<file path="src/hdl/spq_pkg.sv">
// shared types and constants for the sorted priority queue
`default_nettype none

package spq_pkg;

	localparam int DEPTH          = 16;
	localparam int DATA_WIDTH     = 32;
	localparam int PRIORITY_WIDTH = 8;
	localparam int COUNT_WIDTH    = $clog2(DEPTH + 1);
	localparam int INDEX_WIDTH    = $clog2(DEPTH);

	typedef enum logic [1:0] {
		OP_ENQUEUE = 2'd0,
		OP_DEQUEUE = 2'd1,
		OP_PEEK    = 2'd2,
		OP_CLEAR   = 2'd3
	} op_t;

	typedef enum logic [1:0] {
		ST_OK        = 2'd0,
		ST_OVERFLOW  = 2'd1,
		ST_UNDERFLOW = 2'd2
	} status_t;

	typedef struct packed {
		op_t                       operation;
		logic [DATA_WIDTH-1:0]     item_value;
		logic [PRIORITY_WIDTH-1:0] item_priority;
	} request_t;

	typedef struct packed {
		logic [DATA_WIDTH-1:0]     head_value;
		logic [PRIORITY_WIDTH-1:0] head_priority;
		logic [COUNT_WIDTH-1:0]    entry_count;
		status_t                   status;
		logic                      is_empty;
		logic                      is_full;
	} result_t;

	// controller to datapath commands
	typedef struct packed {
		logic load;
		logic exec;
	} dp_cmd_t;

endpackage

`default_nettype wire

</file>
<file path="src/hdl/spq_datapath.sv">
// slot registers, sorted insert and shift logic, result register
`default_nettype none

module spq_datapath (
	input  wire                clk,
	input  wire                arst_n,
	input  spq_pkg::dp_cmd_t   cmd,
	input  spq_pkg::request_t  request,
	output spq_pkg::result_t   result
);
	import spq_pkg::*;

	logic [DATA_WIDTH-1:0]     val_q [DEPTH];
	logic [PRIORITY_WIDTH-1:0] pri_q [DEPTH];
	logic [COUNT_WIDTH-1:0]    count_q;
	request_t                  req_q;
	result_t                   result_q;

	logic [DEPTH-1:0]          le;
	logic                      empty;
	logic                      full;
	logic                      do_enq;
	logic                      do_deq;
	logic [COUNT_WIDTH-1:0]    count_next;
	result_t                   result_next;

	assign empty  = (count_q == '0);
	assign full   = (count_q == COUNT_WIDTH'(DEPTH));
	assign do_enq = (req_q.operation == OP_ENQUEUE) && !full;
	assign do_deq = (req_q.operation == OP_DEQUEUE) && !empty;

	// per-slot compare: stored entry stays ahead of the new one
	always_comb begin
		for (int i = 0; i < DEPTH; i++) begin
			le[i] = (COUNT_WIDTH'(i) < count_q) && (pri_q[i] <= req_q.item_priority);
		end
	end

	// next count, head and status
	always_comb begin
		count_next  = count_q;
		result_next = '0;
		result_next.status = ST_OK;
		case (req_q.operation)
			OP_ENQUEUE: begin
				if (full) begin
					result_next.status        = ST_OVERFLOW;
					result_next.head_value    = val_q[0];
					result_next.head_priority = pri_q[0];
				end else begin
					count_next = count_q + 1'b1;
					if (le[0]) begin
						result_next.head_value    = val_q[0];
						result_next.head_priority = pri_q[0];
					end else begin
						result_next.head_value    = req_q.item_value;
						result_next.head_priority = req_q.item_priority;
					end
				end
			end
			OP_DEQUEUE: begin
				if (empty) begin
					result_next.status = ST_UNDERFLOW;
				end else begin
					count_next                = count_q - 1'b1;
					result_next.head_value    = val_q[0];
					result_next.head_priority = pri_q[0];
				end
			end
			OP_PEEK: begin
				if (empty) begin
					result_next.status = ST_UNDERFLOW;
				end else begin
					result_next.head_value    = val_q[0];
					result_next.head_priority = pri_q[0];
				end
			end
			default: begin
				count_next = '0;
			end
		endcase
		result_next.entry_count = count_next;
		result_next.is_empty    = (count_next == '0);
		result_next.is_full     = (count_next == COUNT_WIDTH'(DEPTH));
	end

	// latch the request
	always_ff @(posedge clk) begin
		if (cmd.load) begin
			req_q <= request;
		end
	end

	// slot shift register: insert at first slot past the prefix, or shift down
	always_ff @(posedge clk) begin
		if (cmd.exec) begin
			for (int i = 0; i < DEPTH; i++) begin
				if (do_enq && !le[i]) begin
					if (i == 0 || le[(i == 0) ? 0 : i - 1]) begin
						val_q[i] <= req_q.item_value;
						pri_q[i] <= req_q.item_priority;
					end else begin
						val_q[i] <= val_q[(i == 0) ? 0 : i - 1];
						pri_q[i] <= pri_q[(i == 0) ? 0 : i - 1];
					end
				end else if (do_deq && i < DEPTH - 1) begin
					val_q[i] <= val_q[(i < DEPTH - 1) ? i + 1 : i];
					pri_q[i] <= pri_q[(i < DEPTH - 1) ? i + 1 : i];
				end
			end
		end
	end

	// count register
	always_ff @(posedge clk or negedge arst_n) begin
		if (!arst_n) begin
			count_q <= '0;
		end else if (cmd.exec) begin
			count_q <= count_next;
		end
	end

	// result register
	always_ff @(posedge clk) begin
		if (cmd.exec) begin
			result_q <= result_next;
		end
	end

	assign result = result_q;

endmodule

`default_nettype wire

</file>
<file path="src/hdl/spq_controller.sv">
// request sequencer: accept, execute, report
`default_nettype none

module spq_controller (
	input  wire               clk,
	input  wire               arst_n,
	input  wire               start,
	output logic              busy,
	output logic              done,
	output spq_pkg::dp_cmd_t  cmd
);
	import spq_pkg::*;

	typedef enum logic [1:0] {
		S_IDLE,
		S_EXEC,
		S_REPORT
	} state_t;

	state_t state_q;
	logic   busy_q;
	logic   done_q;

	// state and registered handshake outputs
	always_ff @(posedge clk or negedge arst_n) begin
		if (!arst_n) begin
			state_q <= S_IDLE;
			busy_q  <= 1'b0;
			done_q  <= 1'b0;
		end else begin
			case (state_q)
				S_IDLE: begin
					if (start) begin
						state_q <= S_EXEC;
						busy_q  <= 1'b1;
					end
				end
				S_EXEC: begin
					state_q <= S_REPORT;
					done_q  <= 1'b1;
				end
				S_REPORT: begin
					state_q <= S_IDLE;
					done_q  <= 1'b0;
					busy_q  <= 1'b0;
				end
				default: begin
					state_q <= S_IDLE;
					busy_q  <= 1'b0;
					done_q  <= 1'b0;
				end
			endcase
		end
	end

	// datapath commands
	assign cmd.load = start && !busy_q;
	assign cmd.exec = (state_q == S_EXEC);
	assign busy     = busy_q;
	assign done     = done_q;

endmodule

`default_nettype wire

</file>
<file path="src/hdl/sorted_priority_queue.sv">
// top level of the sorted priority queue
//
//   channel   handshake        payload
//   request   start / busy     request (request_t)
//   result    done strobe      result (result_t)
//
// each request passes through accept, an execute state in which all 16 slots
// compare and shift together, and the report state in which done shows the result.
// busy stays high from acceptance through the done cycle.
// reset clears the entry count and the controller; slot contents are not cleared.
// done is high for exactly one cycle; the receiver cannot stall it.
`default_nettype none

module sorted_priority_queue (
	input  wire                clk,
	input  wire                arst_n,
	input  wire                start,
	output logic               busy,
	input  spq_pkg::request_t  request,
	output logic               done,
	output spq_pkg::result_t   result
);
	import spq_pkg::*;

	dp_cmd_t cmd;

	spq_controller u_ctrl (
		.clk    (clk),
		.arst_n (arst_n),
		.start  (start),
		.busy   (busy),
		.done   (done),
		.cmd    (cmd)
	);

	spq_datapath u_dp (
		.clk     (clk),
		.arst_n  (arst_n),
		.cmd     (cmd),
		.request (request),
		.result  (result)
	);

	// an accepted request raises busy next cycle
	a_accept_busy: assert property (@(posedge clk) disable iff (!arst_n)
		(start && !busy) |=> busy)
		else $error("busy not raised after accepted request");

	// the strobe lasts one cycle and only inside a busy window
	a_done_pulse: assert property (@(posedge clk) disable iff (!arst_n)
		done |-> (busy && !$past(done)))
		else $error("done strobe outside busy window or repeated");

	// empty flag agrees with count
	a_empty_count: assert property (@(posedge clk) disable iff (!arst_n)
		done |-> (result.is_empty == (result.entry_count == '0)))
		else $error("empty flag disagrees with entry count");

	// count never exceeds depth
	a_count_range: assert property (@(posedge clk) disable iff (!arst_n)
		done |-> (result.entry_count <= COUNT_WIDTH'(DEPTH)))
		else $error("entry count above depth");

endmodule

`default_nettype wire

</file>
<file path="config.mk">
export PLATFORM = sky130hd
export DESIGN_NAME = sorted_priority_queue
export DESIGN_NICKNAME = d
export VERILOG_FILES = /design/src/hdl/spq_pkg.sv /design/src/hdl/spq_datapath.sv /design/src/hdl/spq_controller.sv /design/src/hdl/sorted_priority_queue.sv
export SDC_FILE = /design/constraint.sdc
export NUM_CORES = 2
export LEC_CHECK = 0
export ABC_CLOCK_PERIOD_IN_PS = 6200
export BUFFER_PORTS_ARGS = -buffer_cell sky130_fd_sc_hd__buf_2
export CORE_MARGIN = 2
export CORE_UTILIZATION = 55
export DETAILED_ROUTE_END_ITERATION = 16
export PLACE_DENSITY = 0.83
export RECOVER_POWER = 25
export SYNTH_ARGS = -nofsm -noshare
export SYNTH_HDL_FRONTEND = slang
export SYNTH_HIERARCHICAL = 1
export SYNTH_SLANG_ARGS = --single-unit
</file>
<file path="constraint.sdc">
create_clock -name clk -period 6.2 [get_ports clk]
set_input_delay 0.62 -clock clk [delete_from_list [all_inputs] [get_ports clk]]
set_output_delay 0.62 -clock clk [all_outputs]
set_load 0.02 [all_outputs]
</file>
## Word level (Yosys, flattened, before mapping)

Memory sizes are Yosys's and may differ from the RTL's.
Index checks and enable logic that the tools add are counted.

| storage, ports and cells | value |
|---|---|
| bits of input ports | 45 |
| latch bits | 0 |
| flip-flop bits (word level) | 100 |
| logic and storage cells | 420 |
| memory bits (writable) | 640 |
| bits in read-only memories | 0 |
| output and inout bits | 51 |
| memories kept | 2 |

Memories:

| memory | depth | width | read ports | clocked after Yosys merged registers in | write ports | RTL line | source |
|---|---|---|---|---|---|---|---|
| u_dp.val_q | 16 | 32 | 16 | 0 | 16 | spq_datapath.sv:13 | `logic [DATA_WIDTH-1:0] val_q [DEPTH];` |
| u_dp.pri_q | 16 | 8 | 16 | 0 | 16 | spq_datapath.sv:14 | `logic [PRIORITY_WIDTH-1:0] pri_q [DEPTH];` |

| cells by class | value |
|---|---|
| div/mod/pow operators | 0 |
| add/subtract/negate cells | 2 |
| reduce and logical (&&, ||, !) cells | 60 |
| multiply operators | 0 |
| equality and inequality tests | 6 |
| shift operators | 0 |
| $lt $le $gt $ge | 32 |
| bitwise operators | 61 |
| mux-type cells | 244 |

Operators by type and width:

| kind | count |
|---|---|
| 32-bit two-way mux | 30 |
| 8-bit two-way mux | 30 |
| 1-bit two-way mux | 171 |
| 8-bit <= comparator | 16 |
| 40-bit two-way mux | 3 |
| 40-bit one-hot mux with 2 select lines | 1 |
| 1-bit OR | 60 |
| 4-bit by 5-bit less-than comparator with 1-bit output, first input constant | 8 |
| 1-bit logical AND | 35 |
| 3-bit by 5-bit less-than comparator with 1-bit output, first input constant | 4 |
| 1-bit logical NOT | 19 |
| 5-bit one-hot mux with 3 select lines | 1 |
| 5-bit == test, second input constant | 2 |
| 5-bit logical NOT | 2 |
| 1-bit by 5-bit less-than comparator with 1-bit output, first input constant | 2 |
| 2-bit by 5-bit less-than comparator with 1-bit output, first input constant | 2 |
| 5-bit two-way mux | 2 |
| 2-bit one-hot mux with 2 select lines | 2 |
| 5-bit by 1-bit adder with 5-bit output, second input constant | 1 |
| 5-bit by 1-bit subtractor with 5-bit output, second input constant | 1 |
| 2-bit by 1-bit == test with 1-bit output, second input constant | 2 |
| 2-bit logical NOT | 2 |
| 2-bit two-way mux | 2 |
| 1-bit one-hot mux with 2 select lines | 2 |
| other kinds (5) | 5 |

## Depth between registers and ports, before layout

An unclocked memory read counts as a cell.

| depth | value |
|---|---|
| word-level depth | 10 |
| mapped depth | 11 |
| mapped depth without buffers | 8 |

## Hierarchy

The synthesis kept the hierarchy.

By module, submodules not included:

| module | area each (µm²) | cells an instance | instances | seq. area each (µm²) |
|---|---|---|---|---|
| spq_datapath | 41,758.8 | 3,997 | 1 | 22,076.2 |
| spq_controller | 158.9 | 13 | 1 | 100.1 |

## Worst setup path before layout

No wires, ideal clock.

| path | value |
|---|---|
| kind | register to register |
| from | reg u_ctrl.state_q[1] |
| to | mem u_dp.pri_q[4][0] (netlist: u_dp/pri_q[0][32]), enable pin |
| stages on the path, launching flop included | 6 |
| clock period less this slack | 6,832 ps |
| data arrival time | 6,339 ps |
| library setup time | 493 ps |
| setup slack | -632 ps |
| buffers on the path | 2 |
| data required time | 5,707 ps |
| cells stage by stage | dfrtp_1 > nor2b_1 > clkbuf_1 > nand3_1 > clkbuf_1 > o21ai_0 |

RTL lines:

| what | RTL line | source |
|---|---|---|
| start, declared | spq_controller.sv:20 | `state_t state_q;` |
| start signal, assigned | spq_controller.sv:27 | `state_q <= S_IDLE;` |
| start signal, assigned | spq_controller.sv:34 | `state_q <= S_EXEC;` |
| start signal, assigned | spq_controller.sv:39 | `state_q <= S_REPORT;` |
| end, declared | spq_datapath.sv:14 |  |

==> results.ini <==
[placement]
dpl-instance-area_um2=43100
port_buffers=95
gp_congestion=0.917
dp_hpwl_um=82700
dp_slack_ns=1.94

[worst_setup_path]
crit_family=buffers and inverters
crit_fanout=46
required_ns=6.56
critical_path_arrival_ns=5.55
crit_chain=nor3_4 > clkbuf_1 > nand2_1 > and3_1 > buf_4 > o21ai_2 > buf_4 > a31oi_1
crit_path_frequent_cell=buf_4
crit_slowest_cell=clkbuf_1
start_kind=flip-flop
cpPeakStageDelay_ns=1.81
critPathBufInv=3
critPathKind=flip-flop to flip-flop
cp-end-kind=flip-flop

[logic_synthesis]
yosys_warnings=6
ys_seq_elements=740
synth_edf_count=731
synth_top_family_by_area=compound AO/OA/AOI/OAI gates
syn_inst=4010
synth_compound_area_frac=0.226
avgSynthCellArea_um2=10.5
syn_nets=4191
synth-xor-area-share=0.000209
yosysUniqueCellTypes=68
synthMuxAreaShare=0.0228
synthFlopType=edfxtp_1
ys_seq_area_frac=0.529
synth.cell_area_um2=41900
synth-simple-area-share=0.134
synthArstFlopShare=0.0122
synthAdderAreaFrac=0.0406

[timing]
fin_ws_ns=1.00
fmax_mhz=192
drv_slew=258
post-route-period-util=0.838
finalHoldViolations=0
skew_ns=0.0276
final.setup.tns_ns=0
relSlewSlack=-0.857
fin_crit_ns=5.20
setup_viol=0
whs_ns=0.158
grt_setup_unrepaired=false
worstMarginPinSlew_ns=2.79

[clock_network]
post-cts-setup-buffers=0
path_clk_slew_ns=0.06
h-tree-depth=3
clk_latency_ns=0.64
ctsResizeCount=0
cts_sinks=740
cts_tree=yes
numCtsBuffers=81
clock_path_buffers=3
cts_root_buf=clkbuf_16

[routing]
firstDrtPassIters=9
drt-total-wl_um=131000
num_vias=37300
wire_per_inst_um=27.1
vias_per_cell=7.71
ant_nets=0
drc=0
drt_iter0_drc=6260

[layout]
final_nets=3993
insertedDiodeCount=0
drive_above_1_share=0.104
final_cell_area_um2=45400
utilization=0.599
area_delta_synth_final_pct=8.24

[status]
outcome=finished with violations
violations=max-capacitance violations, max-slew violations

[floorplan]
ios=96
die_h_um=280
row_count=101
die_w_um=280
core_area_um2=75700
die-area_um2=78400
start_util=0.554

[global_routing]
grt_pass1_vias=35800
grt_start_max_net_pins=137
track_usage=0.323
antenna_found_initial=1
overflow=0
grt_first_pass_wirelength_um=202000

[min_path]
holdCritPathClass=primary input to flip-flop

[power]
p_leak_nw=14.1
ir_worst_vdd_mv=0.258
power_density_nw_per_um2=345

[job]
drv_cap=7

cells in the final DEF, fill, tap and decap left out, types with 41 or more instances in the layout:
cell type	n
a41oi_1	41
o211ai_1	58
ha_1	136
a2bb2oi_1	81
a21oi_1	41
edfxtp_1	731
o21ai_0	507
mux2_2	83
nor3_1	374
and3_1	77
a221o_1	72
nand3_1	444
buf_4	99
a32oi_1	81
a31oi_1	401
clkbuf_16	82
clkbuf_1	79
cell families after synthesis:
logic type / Yosys count
compound gates: 1446
xor+xnor: 1
fa+ha+maj: 136
buf+inv: 519
flops: 740
mux: 85
simple gates: 1083
repair_timing:
action | in CTS | in global routing
hold buffers | 1 | 0
hold endpoints to repair | 9 | 0
setup endpoints to repair | 0 | 0
final timing paths:
kind / start / end / slack (ns) / cells past startpoint
setup / recovery: u_dp/count_q[2]$_DFFE_PN0P_ / u_dp/val_q[0][74]$_DFFE_PP_ / 1.00 / 8
setup reg to reg: u_dp/count_q[2]$_DFFE_PN0P_ / u_dp/val_q[0][74]$_DFFE_PP_ / 1.00 / 8
hold reg to reg: u_ctrl/done$_DFFE_PN0P_ / u_ctrl/done$_DFFE_PN0P_ / 0.49 / 2
hold / removal: request[8] / u_dp/req_q[8]$_DFFE_PP_ / 0.16 / 1
max in group asynchronous: arst_n / u_dp/count_q[4]$_DFFE_PN0P_ / 5.44 / 2
min in group asynchronous: arst_n / u_ctrl/busy$_DFFE_PN0P_ / 0.45 / 2
synth_stat cells, types with 41 or more instances:
master     count  area, um^2
a21oi_1       52         260
a221o_1       72         721
a2bb2oi_1     81         709
a31oi_1      404        2530
a32oi_1       81         709
a41oi_1       41         359
and3_1        78         488
clkbuf_1     455        1710
edfxtp_1     731       22000
ha_1         136        1700
mux2_2        83         935
nand3_1      444        2220
nor3_1       375        1880
o211ai_1      58         435
o21ai_0      515        2580
worst register-to-register path: cells and delay by family (launching register included):
family	cells	cell delay, ns
and+or+nand+nor	3	1.03
buffers and inverters	3	2.56
DFF	1	0.65
AOI/OAI and AO/OA	2	0.69
metrics by stage:
step | power (mW) | cells
2_1_floorplan | 9.60 | 4010
3_3_place_gp | 10.8 | 4706
3_5_place_dp | 11.0 | 4706
4_1_cts | 15.5 | 4846
5_1_grt | 16.1 | 4846
6_report | 15.6 | 4846
report_power, final:
part	internal (mW)	leakage (nW)	switching [mW]	total (mW)
Combinational	1.16	6.16	2.89	4.06
Sequential	6.41	6.81	0.568	6.98
Clock	2.58	1.18	2.03	4.61
routing by layer:
layer / up-vias / track usage / share of wire
met3: 601 / 0.0465 / 0.11
met4: 2 / 0.167 / 0.056
li1: 15700 / - / -
met2: 3136 / 0.520 / 0.47
met1: 17900 / 0.425 / 0.36
met5: - / 0 / 0.000099
flip-flops by register name, indices dropped and copies added, names as in the netlist:
| name | count |
|---|---|
| u_dp/result | 49 |
| u_ctrl/state_q | 2 |
| u_ctrl/done | 1 |
| u_dp/val_q | 512 |
| u_dp/pri_q | 128 |
| u_dp/count_q | 5 |
| u_dp/req_q | 42 |
| u_ctrl/busy | 1 |
layout make-up:
cell class                 count  area (um^2)
fill                        5983        30300
inverter                      31          116
sequential                   740        22200
clock inverter                42          314
clock buffer                  97         2110
tap                          978         1220
timing repair buffer         207         1270
multi-input combinational   2751        18200
Power figures use the tool's default switching activity.
